===== src/design/bounded_ordered_list_engine_assert.svh =====
// Assertion macros for the ordered list engine.
// Each use expects signals named clk and rst_n in the enclosing module.
`ifndef BOUNDED_ORDERED_LIST_ENGINE_ASSERT_SVH
`define BOUNDED_ORDERED_LIST_ENGINE_ASSERT_SVH

`ifndef SYNTHESIS

// checked outside reset only
`define BOLE_ASSERT(lbl, prop, msg) \
    lbl: assert property (@(posedge clk) disable iff (!rst_n) prop) else $error(msg);

// checked on every edge, reset included
`define BOLE_ASSERT_ALWAYS(lbl, prop, msg) \
    lbl: assert property (@(posedge clk) prop) else $error(msg);

`else

`define BOLE_ASSERT(lbl, prop, msg)
`define BOLE_ASSERT_ALWAYS(lbl, prop, msg)

`endif

`endif


===== src/design/bole_pkg.sv =====
`timescale 1ns / 1ps

package bole_pkg;

    localparam int CAPACITY_DEF = 32;
    localparam int OPERAND_W    = 32;
    localparam int POS_W        = 5;

    // request function codes; any other code deletes at a position
    localparam logic [1:0] FUNC_INS_HEAD = 2'd0;
    localparam logic [1:0] FUNC_APPEND   = 2'd1;
    localparam logic [1:0] FUNC_DELETE   = 2'd2;

    typedef struct packed {
        logic accept;   // take the request on the input ports
        logic shift;    // one step of the delete compaction
        logic emit;     // issue one result read
    } ctl_cmd_t;

    typedef struct packed {
        logic del_go;      // request is a delete at a valid position
        logic shift_done;  // compaction finishes this cycle
        logic emit_done;   // last result issued this cycle
    } ctl_sts_t;

endpackage


===== src/design/bole_ctrl.sv =====
`timescale 1ns / 1ps

`include "bounded_ordered_list_engine_assert.svh"

module bole_ctrl
    import bole_pkg::*;
(
    input  logic     clk,
    input  logic     rst_n,
    input  logic     start,
    input  ctl_sts_t sts,
    output ctl_cmd_t cmd,
    output logic     busy
);

    localparam logic [1:0] S_IDLE  = 2'd0;
    localparam logic [1:0] S_SHIFT = 2'd1;
    localparam logic [1:0] S_EMIT  = 2'd2;

    logic [1:0] state_reg, state_next;

    always_ff @(posedge clk or negedge rst_n)
    begin
        if (!rst_n)
        begin
            state_reg <= S_IDLE;
        end
        else
        begin
            state_reg <= state_next;
        end
    end

    always_comb
    begin
        cmd        = '0;
        state_next = state_reg;
        case (state_reg)
            S_IDLE:
            begin
                if (start)
                begin
                    cmd.accept = 1'b1;
                    state_next = sts.del_go ? S_SHIFT : S_EMIT;
                end
            end
            S_SHIFT:
            begin
                cmd.shift = 1'b1;
                if (sts.shift_done)
                begin
                    state_next = S_EMIT;
                end
            end
            S_EMIT:
            begin
                cmd.emit = 1'b1;
                if (sts.emit_done)
                begin
                    state_next = S_IDLE;
                end
            end
            default:
            begin
                state_next = S_IDLE;
            end
        endcase
    end

    assign busy = (state_reg != S_IDLE);

    `BOLE_ASSERT(a_shift_entry, (state_reg == S_SHIFT) |-> ($past(state_reg) == S_SHIFT || $past(cmd.accept)), "compaction entered without a delete request")
    `BOLE_ASSERT(a_busy_after_accept, cmd.accept |=> busy, "engine idle right after taking a request")

endmodule


===== src/design/bole_dp.sv =====
`timescale 1ns / 1ps

`include "bounded_ordered_list_engine_assert.svh"

module bole_dp
    import bole_pkg::*;
#(
    parameter int CAPACITY = CAPACITY_DEF
)
(
    input  logic                        clk,
    input  logic                        rst_n,
    input  ctl_cmd_t                    cmd,
    output ctl_sts_t                    sts,
    input  logic [1:0]                  func,
    input  logic signed [OPERAND_W-1:0] operand,
    output logic                        strobe,
    output logic signed [OPERAND_W-1:0] item_value,
    output logic [POS_W-1:0]            item_position,
    output logic                        last,
    output logic                        list_empty,
    output logic                        overflow
);

    localparam int IDX_W = $clog2(CAPACITY);
    localparam int CNT_W = $clog2(CAPACITY + 1);

    // circular buffer: logical position i lives at (head + i) mod CAPACITY
    logic [OPERAND_W-1:0] mem [CAPACITY];
    logic [OPERAND_W-1:0] rdata_reg;

    logic [IDX_W-1:0] head_reg, head_next;
    logic [CNT_W-1:0] count_reg, count_next;
    logic [CNT_W-1:0] idx_reg, idx_next;
    logic             pend_reg, pend_next;
    logic [IDX_W-1:0] dst_reg, dst_next;
    logic             ovf_reg, ovf_next;

    logic             out_vld_reg, out_vld_next;
    logic [POS_W-1:0] out_pos_reg, out_pos_next;
    logic             out_last_reg, out_last_next;
    logic             out_empty_reg, out_empty_next;
    logic             out_ovf_reg, out_ovf_next;

    logic                 we;
    logic [IDX_W-1:0]     waddr, raddr, head_dec;
    logic [OPERAND_W-1:0] wdata;
    logic [CNT_W-1:0]     idx_inc;
    logic                 full, is_insert, del_go;

    function automatic logic [IDX_W-1:0] wrap_add(input logic [IDX_W-1:0] base,
                                                  input logic [CNT_W-1:0] off);
        logic [CNT_W:0] sum;
        sum = (CNT_W+1)'(base) + (CNT_W+1)'(off);
        if (sum >= (CNT_W+1)'(CAPACITY))
        begin
            sum = sum - (CNT_W+1)'(CAPACITY);
        end
        return sum[IDX_W-1:0];
    endfunction

    assign idx_inc   = idx_reg + CNT_W'(1);
    assign full      = (count_reg == CNT_W'(CAPACITY));
    assign is_insert = (func == FUNC_INS_HEAD) || (func == FUNC_APPEND);
    assign del_go    = !is_insert && !operand[OPERAND_W-1]
                       && ($unsigned(operand) < OPERAND_W'(count_reg));
    assign head_dec  = (head_reg == '0) ? IDX_W'(CAPACITY - 1) : head_reg - IDX_W'(1);
    assign raddr     = wrap_add(head_reg, cmd.shift ? idx_inc : idx_reg);

    always_comb
    begin
        head_next      = head_reg;
        count_next     = count_reg;
        idx_next       = idx_reg;
        pend_next      = pend_reg;
        dst_next       = dst_reg;
        ovf_next       = ovf_reg;
        out_vld_next   = 1'b0;
        out_pos_next   = out_pos_reg;
        out_last_next  = out_last_reg;
        out_empty_next = out_empty_reg;
        out_ovf_next   = out_ovf_reg;
        we             = 1'b0;
        waddr          = head_reg;
        wdata          = operand;
        sts            = '0;
        sts.del_go     = del_go;

        if (cmd.accept)
        begin
            ovf_next  = 1'b0;
            pend_next = 1'b0;
            idx_next  = del_go ? CNT_W'(operand[IDX_W-1:0]) : '0;
            if (is_insert)
            begin
                if (full)
                begin
                    ovf_next = 1'b1;
                end
                else
                begin
                    we         = 1'b1;
                    count_next = count_reg + CNT_W'(1);
                    if (func == FUNC_INS_HEAD)
                    begin
                        waddr     = head_dec;
                        head_next = head_dec;
                    end
                    else
                    begin
                        waddr = wrap_add(head_reg, count_reg);
                    end
                end
            end
        end

        // compaction: read position j+1 now, write it to j on the next cycle
        if (cmd.shift)
        begin
            if (pend_reg)
            begin
                we    = 1'b1;
                waddr = dst_reg;
                wdata = rdata_reg;
            end
            if (idx_inc < count_reg)
            begin
                pend_next = 1'b1;
                dst_next  = wrap_add(head_reg, idx_reg);
                idx_next  = idx_inc;
            end
            else
            begin
                pend_next      = 1'b0;
                count_next     = count_reg - CNT_W'(1);
                idx_next       = '0;
                sts.shift_done = 1'b1;
            end
        end

        if (cmd.emit)
        begin
            out_vld_next = 1'b1;
            out_ovf_next = ovf_reg;
            if (count_reg == '0)
            begin
                out_empty_next = 1'b1;
                out_last_next  = 1'b1;
                out_pos_next   = '0;
                sts.emit_done  = 1'b1;
            end
            else
            begin
                out_empty_next = 1'b0;
                out_pos_next   = POS_W'(idx_reg);
                out_last_next  = (idx_inc == count_reg);
                idx_next       = idx_inc;
                sts.emit_done  = (idx_inc == count_reg);
            end
        end
    end

    always_ff @(posedge clk)
    begin
        if (we)
        begin
            mem[waddr] <= wdata;
        end
        rdata_reg <= mem[raddr];
    end

    always_ff @(posedge clk or negedge rst_n)
    begin
        if (!rst_n)
        begin
            head_reg    <= '0;
            count_reg   <= '0;
            idx_reg     <= '0;
            pend_reg    <= 1'b0;
            out_vld_reg <= 1'b0;
        end
        else
        begin
            head_reg    <= head_next;
            count_reg   <= count_next;
            idx_reg     <= idx_next;
            pend_reg    <= pend_next;
            out_vld_reg <= out_vld_next;
        end
    end

    always_ff @(posedge clk)
    begin
        dst_reg       <= dst_next;
        ovf_reg       <= ovf_next;
        out_pos_reg   <= out_pos_next;
        out_last_reg  <= out_last_next;
        out_empty_reg <= out_empty_next;
        out_ovf_reg   <= out_ovf_next;
    end

    assign strobe        = out_vld_reg;
    assign item_value    = out_empty_reg ? '0 : rdata_reg;
    assign item_position = out_pos_reg;
    assign last          = out_last_reg;
    assign list_empty    = out_empty_reg;
    assign overflow      = out_ovf_reg;

    `BOLE_ASSERT(a_count_bound, count_reg <= CNT_W'(CAPACITY), "entry count above capacity")
    `BOLE_ASSERT(a_empty_is_last, (out_vld_reg && out_empty_reg) |-> out_last_reg, "empty result not marked last")
    `BOLE_ASSERT(a_burst_gapless, (out_vld_reg && !out_last_reg) |=> out_vld_reg, "gap inside a result burst")

endmodule


===== src/design/bounded_ordered_list_engine.sv =====
// Ordered list engine: holds up to CAPACITY signed 32-bit entries, head at
// position 0. A request (func, operand) is taken on a rising edge with start
// high and busy low: func 0 inserts operand at the head, 1 appends it at the
// tail, 2 or 3 deletes the entry at position operand (ignored when negative
// or not below the entry count). An insert into a full list is dropped and
// flagged by overflow on every result of that request.
// After each request the whole list is sent head first, one result per
// cycle on strobe, with last on the final one; an empty list gives a single
// result with list_empty and last set. Results cannot be held off.
// Timing: busy is high through compaction and readout. A valid delete at
// position p first compacts the entries behind p toward the head (single
// write port, one entry a cycle) ahead of the readout. The request moves
// the control to compaction or readout, and each result is registered from
// the readout state; results thus trail busy, so the final result may
// appear in the cycle a new request is taken. Reset empties the list at
// once; storage is not cleared.
`timescale 1ns / 1ps

module bounded_ordered_list_engine
    import bole_pkg::*;
#(
    parameter int CAPACITY = CAPACITY_DEF
)
(
    input  logic                        clk,
    input  logic                        rst_n,
    input  logic                        start,
    output logic                        busy,
    input  logic [1:0]                  func,
    input  logic signed [OPERAND_W-1:0] operand,
    output logic                        strobe,
    output logic signed [OPERAND_W-1:0] item_value,
    output logic [POS_W-1:0]            item_position,
    output logic                        last,
    output logic                        list_empty,
    output logic                        overflow
);

    ctl_cmd_t cmd;
    ctl_sts_t sts;

    bole_ctrl u_ctrl (
        .clk   (clk),
        .rst_n (rst_n),
        .start (start),
        .sts   (sts),
        .cmd   (cmd),
        .busy  (busy)
    );

    bole_dp #(
        .CAPACITY (CAPACITY)
    ) u_dp (
        .clk           (clk),
        .rst_n         (rst_n),
        .cmd           (cmd),
        .sts           (sts),
        .func          (func),
        .operand       (operand),
        .strobe        (strobe),
        .item_value    (item_value),
        .item_position (item_position),
        .last          (last),
        .list_empty    (list_empty),
        .overflow      (overflow)
    );

endmodule

===== config.mk =====
export PLATFORM = sky130hd
export DESIGN_NAME = bounded_ordered_list_engine
export DESIGN_NICKNAME = d
export VERILOG_FILES = /design/src/design/bole_pkg.sv /design/src/design/bole_ctrl.sv /design/src/design/bole_dp.sv /design/src/design/bounded_ordered_list_engine.sv
export VERILOG_INCLUDE_DIRS = /design/src /design/src/design
export SDC_FILE = /design/constraint.sdc
export NUM_CORES = 1
export LEC_CHECK = 0
export ABC_AREA = 1
export BUFFER_PORTS_ARGS = -buffer_cell sky130_fd_sc_hd__buf_2
export CAP_MARGIN = 15
export CORE_MARGIN = 2
export CORE_UTILIZATION = 35
export DETAILED_ROUTE_END_ITERATION = 10
export GPL_TIMING_DRIVEN = 0
export SLEW_MARGIN = 15
export SYNTH_ARGS = -nofsm -noshare
export SYNTH_HDL_FRONTEND = slang
export SYNTH_HIERARCHICAL = 1
export SYNTH_SLANG_ARGS = --single-unit

===== constraint.sdc =====
create_clock -name clk -period 4.9 [get_ports clk]
set_clock_uncertainty 0.05 [all_clocks]
set_input_delay 0.245 -clock clk [delete_from_list [all_inputs] [get_ports clk]]
set_output_delay 0.245 -clock clk [all_outputs]
set_load 0.01 [all_outputs]

# Word level (Yosys, flattened, before mapping)
# Memories as Yosys holds them, arrays and structs flattened. A register that Yosys moved wholly into a read port is not among the register bits.
# Index checks and enable logic that the tools add are counted.
[totals]
regBits = 35
mem_bits_rw = 1024
out_inout_bits = 42
word_cells = 102
mem_count = 1
[classes]
addsub = 10
order_cmp = 5
n_eq_ne = 8
mux = 51
bitwise = 1
n_reduce_logical = 14
[memory_table]
columns = ["name", "depth", "width", "read_ports", "rd_clocked_by_memory_dff", "write_ports", "line_no", "source"]
rows = [
  ["u_dp.mem", 32, 32, 1, 1, 1, "bole_dp.sv:29", "logic [OPERAND_W-1:0] mem [CAPACITY];"],
]
[op_table]
columns = ["op", "n"]
rows = [
  ["two-way mux 32 bit", 3],
  ["two-way mux 6 bit", 11],
  ["two-way mux 5 bit", 11],
  ["less-than comparator 32 x 6 -> 1 bit", 1],
  ["adder 5 x 6 -> 7 bit", 3],
  ["greater-or-equal comparator 7 x 6 -> 1 bit (second input constant)", 3],
  ["two-way mux 1 bit", 21],
  ["subtractor 5 x 1 -> 5 bit (second input constant)", 4],
  ["adder 6 x 1 -> 6 bit (second input constant)", 2],
  ["two-way mux 2 bit", 4],
  ["equality test 6 bit", 1],
  ["equality test 6 bit (second input constant)", 1],
  ["logical NOT 6 bit", 1],
  ["less-than comparator 6 bit", 1],
  ["inequality test 2 bit (second input constant)", 3],
  ["case mux 2 bit (3 select lines)", 1],
  ["subtractor 6 x 1 -> 6 bit (second input constant)", 1],
  ["logical NOT 5 bit", 1],
  ["equality test 2 x 1 -> 1 bit (second input constant)", 2],
  ["logical NOT 2 bit", 2],
  ["AND reduction 4 bit", 1],
  ["nonzero test 2 bit", 2],
  ["AND reduction 3 bit", 1],
  ["equality test 2 bit (second input constant)", 1],
  ["other kinds (5)", 7],
]

# Logic depth before layout (Yosys ltp)
# Gate-level depths: netlist (run 1).
[depth]
ltp_word = 10
ltp_mapped = 18
mapped_depth_nobuf = 15

# Modules after synthesis
# Netlist (run 1), hierarchy kept.
[modules_own_cells]
columns = ["mod", "n_inst", "cells_per_inst", "area_per_inst_um2"]
rows = [
  ["bole_dp", 1, 3856, 44726.6],
  ["bole_ctrl", 1, 22, 136.4],
]

# Worst setup path before layout (run 1)
# No wires, ideal clock.
[synth_path]
path_kind = "flip-flop to flip-flop"
from = "register u_ctrl.state_reg[1]"
to = "memory u_dp.mem[5][0], enable pin"
arrival_time_ps = 3161
required_ps = 4429
path_slack_ps = 1268
path_stages_with_launch = 14
path_buffers = 0
period_less_slack_ps = 3632
path_cell_list = "dfrtp_1 > nor2_1 > inv_1 > nor2_1 > nand2_1 > inv_1 > nand2_1 > nand2_1 > inv_1 > nand2_1 > nand2_1 > nor2_1 > nand3_1 > nor2_1"
[synth_lines]
columns = ["item", "line_no", "source"]
rows = [
  ["start, declared", "bole_ctrl.sv:20", "logic [1:0] state_reg, state_next;"],
  ["start signal, assigned", "bole_ctrl.sv:30", "state_reg <= state_next;"],
  ["end, declared", "bole_dp.sv:29", ""],
]

==> results of run 1 <==
[worst register-to-register path, stage by stage, from the launching register on]
cell	delay [ps]
dfrtp_1	390
inv_1	100
nor2_1	90
buf_2	230
xor2_1	180
ha_1	190
inv_1	60
fa_1	500
buf_2	440
clkbuf_1	500
clkbuf_1	470
o21ai_0	160
o21ai_0	590
nand2_1	110
nand3_1	130
nand3_1	250
nand2_1	210
[path summary, 6_finish.rpt]
path / slack, ps / end / from / depth (start not counted)
min in group clk: 90 / u_dp/mem[6][17]$_DFFE_PP_ / operand[17] / 3
worst max-delay path: 190 / u_dp/rdata_reg[15]$_DFF_P_ / u_ctrl/state_reg[0]$_DFFE_PN0P_ / 16
worst min register to register: 380 / u_dp/overflow$_DFFE_PP_ / u_dp/ovf_reg$_SDFFCE_PP0P_ / 0
max in group asynchronous: 4360 / u_dp/head_reg[1]$_DFFE_PN0P_ / rst_n / 2
worst min-delay path: 50 / u_dp/count_reg[0]$_DFF_PN0_ / rst_n / 2
worst max register to register: 190 / u_dp/rdata_reg[15]$_DFF_P_ / u_ctrl/state_reg[0]$_DFFE_PN0P_ / 16
[kinds of logic after synthesis]
kind of cell / synth area share
buffers and inverters: 0.0326
xor gates and xnor gates: 0.00538
adders and majority gates: 0.00915
and+or+nand+nor: 0.138
AOI/OAI and AO/OA: 0.0937
DFF: 0.721
[stage by stage]
step | TNS (ps) | cells
6_report | 0 | 5889
5_1_grt | 0 | 5888
4_1_cts | 0 | 5888
3_5_place_dp | 0 | 5684
3_3_place_gp | -1948690 | 5618
2_1_floorplan | 0 | 3878
[repair_timing]
action / in CTS / in global routing
gates resized for setup: 0 / 4
hold buffers: 9 / 0
endpoints found under the hold margin: 39 / 0
setup buffers: 0 / 0
endpoints found under the setup margin: 0 / 1
[layout make-up]
class                           instances  share of cell area
Timing Repair Buffer                  153              0.0380
Clock inverter                         62              0.0104
Sequential cell                      1091               0.611
Inverter                              104             0.00738
Antenna cell                            1           0.0000473
Tap cell                             1662              0.0393
Clock buffer                          133              0.0528
Multi-Input combinational cell       2454               0.220
Buffer                                229              0.0204
[synth_stat cells, types with 2 or more instances]
library cell and count:
edfxtp_1 1038, buf_6 6, nand3_1 229, ha_1 28, inv_2 2, nor2_1 875, a21oi_1 12, dfrtp_1 21
nor3_1 5, o21ai_0 737, o21ai_1 80, or2_2 9, xnor2_1 6, buf_1 14, buf_4 32, buf_2 38
o21bai_1 2, clkbuf_1 139, inv_1 102, xor2_2 3, dfxtp_1 32, xor2_1 16, o211ai_1 4, nand4_1 3
fa_1 3, nand2_1 436
[placed cells by master, fill, tap and decap left out, types with 80 or more instances in the layout]
| cell type | count |
|---|---|
| nand2_1 | 436 |
| inv_1 | 102 |
| clkbuf_16 | 107 |
| buf_2 | 116 |
| edfxtp_1 | 1038 |
| nor2_1 | 843 |
| o21ai_1 | 80 |
| o21ai_0 | 705 |
| clkbuf_1 | 159 |
| nand3_1 | 229 |
[per-layer routing]
layer | GRT usage | up-vias | share of wire
met5 | 0 | - | 0.00025
met4 | 0.0874 | 6 | 0.043
met3 | 0.0496 | 279 | 0.10
met2 | 0.333 | 1612 | 0.46
met1 | 0.275 | 15300 | 0.40
li1 | - | 14200 | -
==> qor.txt, run 1 <==
RSZ-0062 raised after global routing: false
Slew HR: 0.129
worst hold slack: 45.8 ps
CP top delay family: buffers and inverters
Tcrit/Tclk final: 0.962
post-synthesis net count: 3946
Mapped Area: 44900 um2
Seq/Total Area, Yosys: 0.721
Post-Syn Instances: 3878
Via-to-Cell Ratio: 5.32
final net count: 4207
CP max-delay cell: o21ai_0
via count: 31300
CTS tree: yes
Worst-Margin Slew: 1310 ps
DP HPWL: 98.6 mm
final WL: 140 mm
placer congestion estimate: 0.942
Root Buffer: clkbuf_16
First-pass DRT Iterations: 6
final hold vios: 0
Skew-Pair Late Insertion Delay: 690 ps
Final min period: 4710 ps
register area: 32300 um2
Crit Path Category: reg -> reg
vias in the first global route: 29700
CP startpoint kind: flop
distinct cell type count after synthesis: 32
top-area cell type share of the netlist area: 0.695
TritonCTS sink count: 1091
outcome: completed
drt drc: 0
fin area: 52900 um2
Total GRT Usage: 0.210
CP max stage delay: 590 ps
die area: 131000 um2
post-synth top area cell: edfxtp_1
dpl ws: 234 ps
CTS HTree Levels: 3
Critical Path RT: 5440 ps
core box area: 127000 um2
WL/cell: 23.8 um
total grt overflow: 0
io pins: 79
max reg flops: 1024
Synth Warn #: 6
Die Span Y: 362 um
Synth area leaders: edfxtp_1 (69%), o21ai_0 (8.2%), nor2_1 (7.3%)
Clock transition at path regs: 60 ps
# setup viols final: 0
largest net degree at the start of global routing: 33
synthesis-to-layout area growth: 17.9%
Post-DRT Antenna Nets: 0
Slew Limit Fails: 0
Worst Hold Class: in -> async
crit end category: flop
Synth Flop Type: edfxtp_1
initial core utilization: 0.352
placed instance area: 49500 um2
FMAX: 0.212 GHz
Max-Cap Viols: 0
Buffers on Ports: 78
Post-synth EDFFs: 1038
multi-input logic area: 11700 um2
Fillers: 11700
post-synthesis register bit count: 1091
DIE WIDTH: 362 um
worst setup margin: 187 ps
Clock Tree Buf Depth: 3
worst-path maximum fanout: 10
Post-Syn Area per Cell: 11.6 um2
final core occ: 0.415
Buf/Inv on CP: 6
asr flop ratio synth: 0.0192
first-iteration detailed-routing DRC count: 3977
cts bufs inserted: 106
row count: 131
CP arrival: 5250 ps
worst path cell trace: inv_1 > nor2_1 > buf_2 > xor2_1 > ha_1 > inv_1 > fa_1 > buf_2 > clkbuf_1 > clkbuf_1 > o21ai_0 > o21ai_0 > nand2_1 > nand3_1 > nand3_1 > nand2_1
first-pass GRT wire length: 202 mm
share of cells above drive strength 1: 0.107
initial antenna violation count: 8
Power of run 1 is left out: the tool's default activity adds up to more than one toggle a clock period on the data nets, which glitch-free logic cannot reach.
==> run 2: changes to the inputs <==
REMOVE_ABC_BUFFERS = 1   (was not set)
==> run 2 against run 1 <==
Die area is the same. Worst hold slack got worse by 26 ps. Register-to-register slack better by 150 ps. First-iteration DRC count decreased by 25%. Critical path depth increased by 1. Flip-flop and latch count is the same. Final cell count is 2.5% lower. Maximum frequency up 3.3%.
==> qor.txt, run 2 (synthesized netlist as in run 1, its figures left out) <==
postcts setup bufs: 0 (unchanged)
Crit Path Category: reg -> reg
Die Span Y: 362 um (unchanged)
CTS tree: yes
Root Buffer: clkbuf_16
drt drc: 0 (unchanged)
core box area: 127000 um2 (unchanged)
RSZ-0062 raised after global routing: false
Post-DRT Antenna Nets: 0 (unchanged)
DR top layer: met5
First-pass DRT Iterations: 7 (+1)
CP arrival: 5080 ps (-170 ps)
highest-count cells in the layout ignoring fill and taps: edfxtp_1 (1038), nor2_1 (842), o21ai_0 (705)
DP HPWL: 75.0 mm (-24%)
worst path cell trace: inv_1 > nor2_2 > xor2_1 > ha_4 > inv_1 > fa_4 > buf_16 > buf_16 > buf_16 > buf_12 > nor2_1 > o21ai_0 > o21ai_1 > nand2_1 > nand3_1 > nand3_1 > nand2_1
outcome: completed
first-iteration detailed-routing DRC count: 2968 (-25%)
met2 WL: 62.0 mm (-3.0%)
final hold vios: 0 (unchanged)
CP max-delay cell: fa_4
Total GRT Usage: 0.183 (-0.0267)
Worst-Margin Slew: 948 ps (-359 ps)
Buffers on Ports: 78 (unchanged)
FMAX: 0.219 GHz (+3.3%)
Buf/Inv on CP: 6 (unchanged)
Slew HR: 0.363 (+0.234)
Max-Cap Viols: 0 (unchanged)
WL/cell: 21.4 um (-10%)
M1 WL: 49.3 mm (-12%)
first-pass GRT wire length: 180 mm (-11%)
Final min period: 4560 ps (-152 ps)
Critical Path RT: 5420 ps (-20 ps)
CP top delay family: adder cells
Slew Limit Fails: 0 (unchanged)
Clock transition at path regs: 60 ps (about the same)
initial antenna violation count: 2 (-6)
cts bufs inserted: 104 (-1.9%)
vias in the first global route: 28100 (-5.2%)
Tcrit/Tclk final: 0.931 (-0.0310)
share of cells above drive strength 1: 0.117 (+0.00947)
# setup viols final: 0 (unchanged)
crit end category: flop
CTS HTree Levels: 3 (unchanged)
most frequent CP cell: buf_16
Worst Hold Class: in -> reg
Skew-Pair Late Insertion Delay: 690 ps (about the same)
worst hold slack: 20.3 ps (-25.5 ps)
Clock Tree Buf Depth: 3 (unchanged)
via count: 29700 (-5.2%)
commonest non-fill, non-tap cell in the layout: edfxtp_1
max reg flops: 1024 (unchanged)
Via-to-Cell Ratio: 5.16 (-2.8%)
final WL: 123 mm (-12%)
io pins: 79 (unchanged)
met3 WL: 7.31 mm (-49%)
total grt overflow: 0 (unchanged)
CP startpoint kind: flop
worst-path maximum fanout: 66 (+56)
final net count: 4060 (-3.5%)
largest net degree at the start of global routing: 137 (+320%)
CP max stage delay: 1190 ps (+600 ps)
row count: 131 (unchanged)
synthesis-to-layout area growth: 19.1%
die area: 131000 um2 (unchanged)
TritonCTS sink count: 1091 (unchanged)
placer congestion estimate: 0.807 (-14%)
initial core utilization: 0.352 (unchanged)
DIE WIDTH: 362 um (unchanged)
==> run 2: cell type report <==
class	count	area, um2
sequential	1091	32300
multi-input combinational	2454	11500
inverter	104	408
clock inverter	69	901
tap	1662	2080
timing repair buffer	237	3530
fill	11400	73900
clock buffer	125	2710
antenna	1	2.50
==> run 2: repair_timing <==
action / 4_1_cts / 5_1_grt
resized for setup: 0 / 1
hold buffers: 16 / 0
endpoints found under the hold margin: 106 / 0
setup endpoints to repair: 0 / 10
==> run 2: worst reg2reg max path: stages, from the launching register on <==
cell and delay [ps]:
dfrtp_1 390, inv_1 100, nor2_2 380, xor2_1 280
ha_4 170, inv_1 50, fa_4 1190, buf_16 320
buf_16 330, buf_16 300, buf_12 280, nor2_1 120
o21ai_0 80, o21ai_1 100, nand2_1 60, nand3_1 100
nand3_1 100, nand2_1 80
==> run 2: worst paths after layout <==
check	start	endpoint	slack [ps]	cells past startpoint
worst min-delay path	operand[11]	u_dp/mem[6][11]$_DFFE_PP_	20	3
worst max-delay path	u_ctrl/state_reg[0]$_DFFE_PN0P_	u_dp/rdata_reg[20]$_DFF_P_	340	17
min in group asynchronous	rst_n	u_dp/strobe$_DFF_PN0_	70	2
max in group asynchronous	rst_n	u_dp/head_reg[1]$_DFFE_PN0P_	4340	2
worst max register to register	u_ctrl/state_reg[0]$_DFFE_PN0P_	u_dp/rdata_reg[20]$_DFF_P_	340	17
worst min register to register	u_dp/ovf_reg$_SDFFCE_PP0P_	u_dp/overflow$_DFFE_PP_	380	0
==> run 2: layer usage <==
layer | GRT usage | vias up
met5 | 0 | -
met4 | 0.0661 | 4
met3 | 0.0257 | 239
met2 | 0.322 | 972
met1 | 0.229 | 14600
li1 | - | 13900
==> run 2: stage by stage <==
step	area, um2	util	std cells	worst slack, ps	TNS (ps)
after floorplan	43800	-	3649	-13520	-427490
after global placement	46300	0.363	5389	-39880	-7425290
after detailed placement	49700	0.390	5532	57.4	0
after CTS	53400	0.420	5742	82.5	0
after global routing	53500	0.420	5742	11.1	0
final	53500	0.420	5743	339	0
Power of run 2 is left out for the same reason.
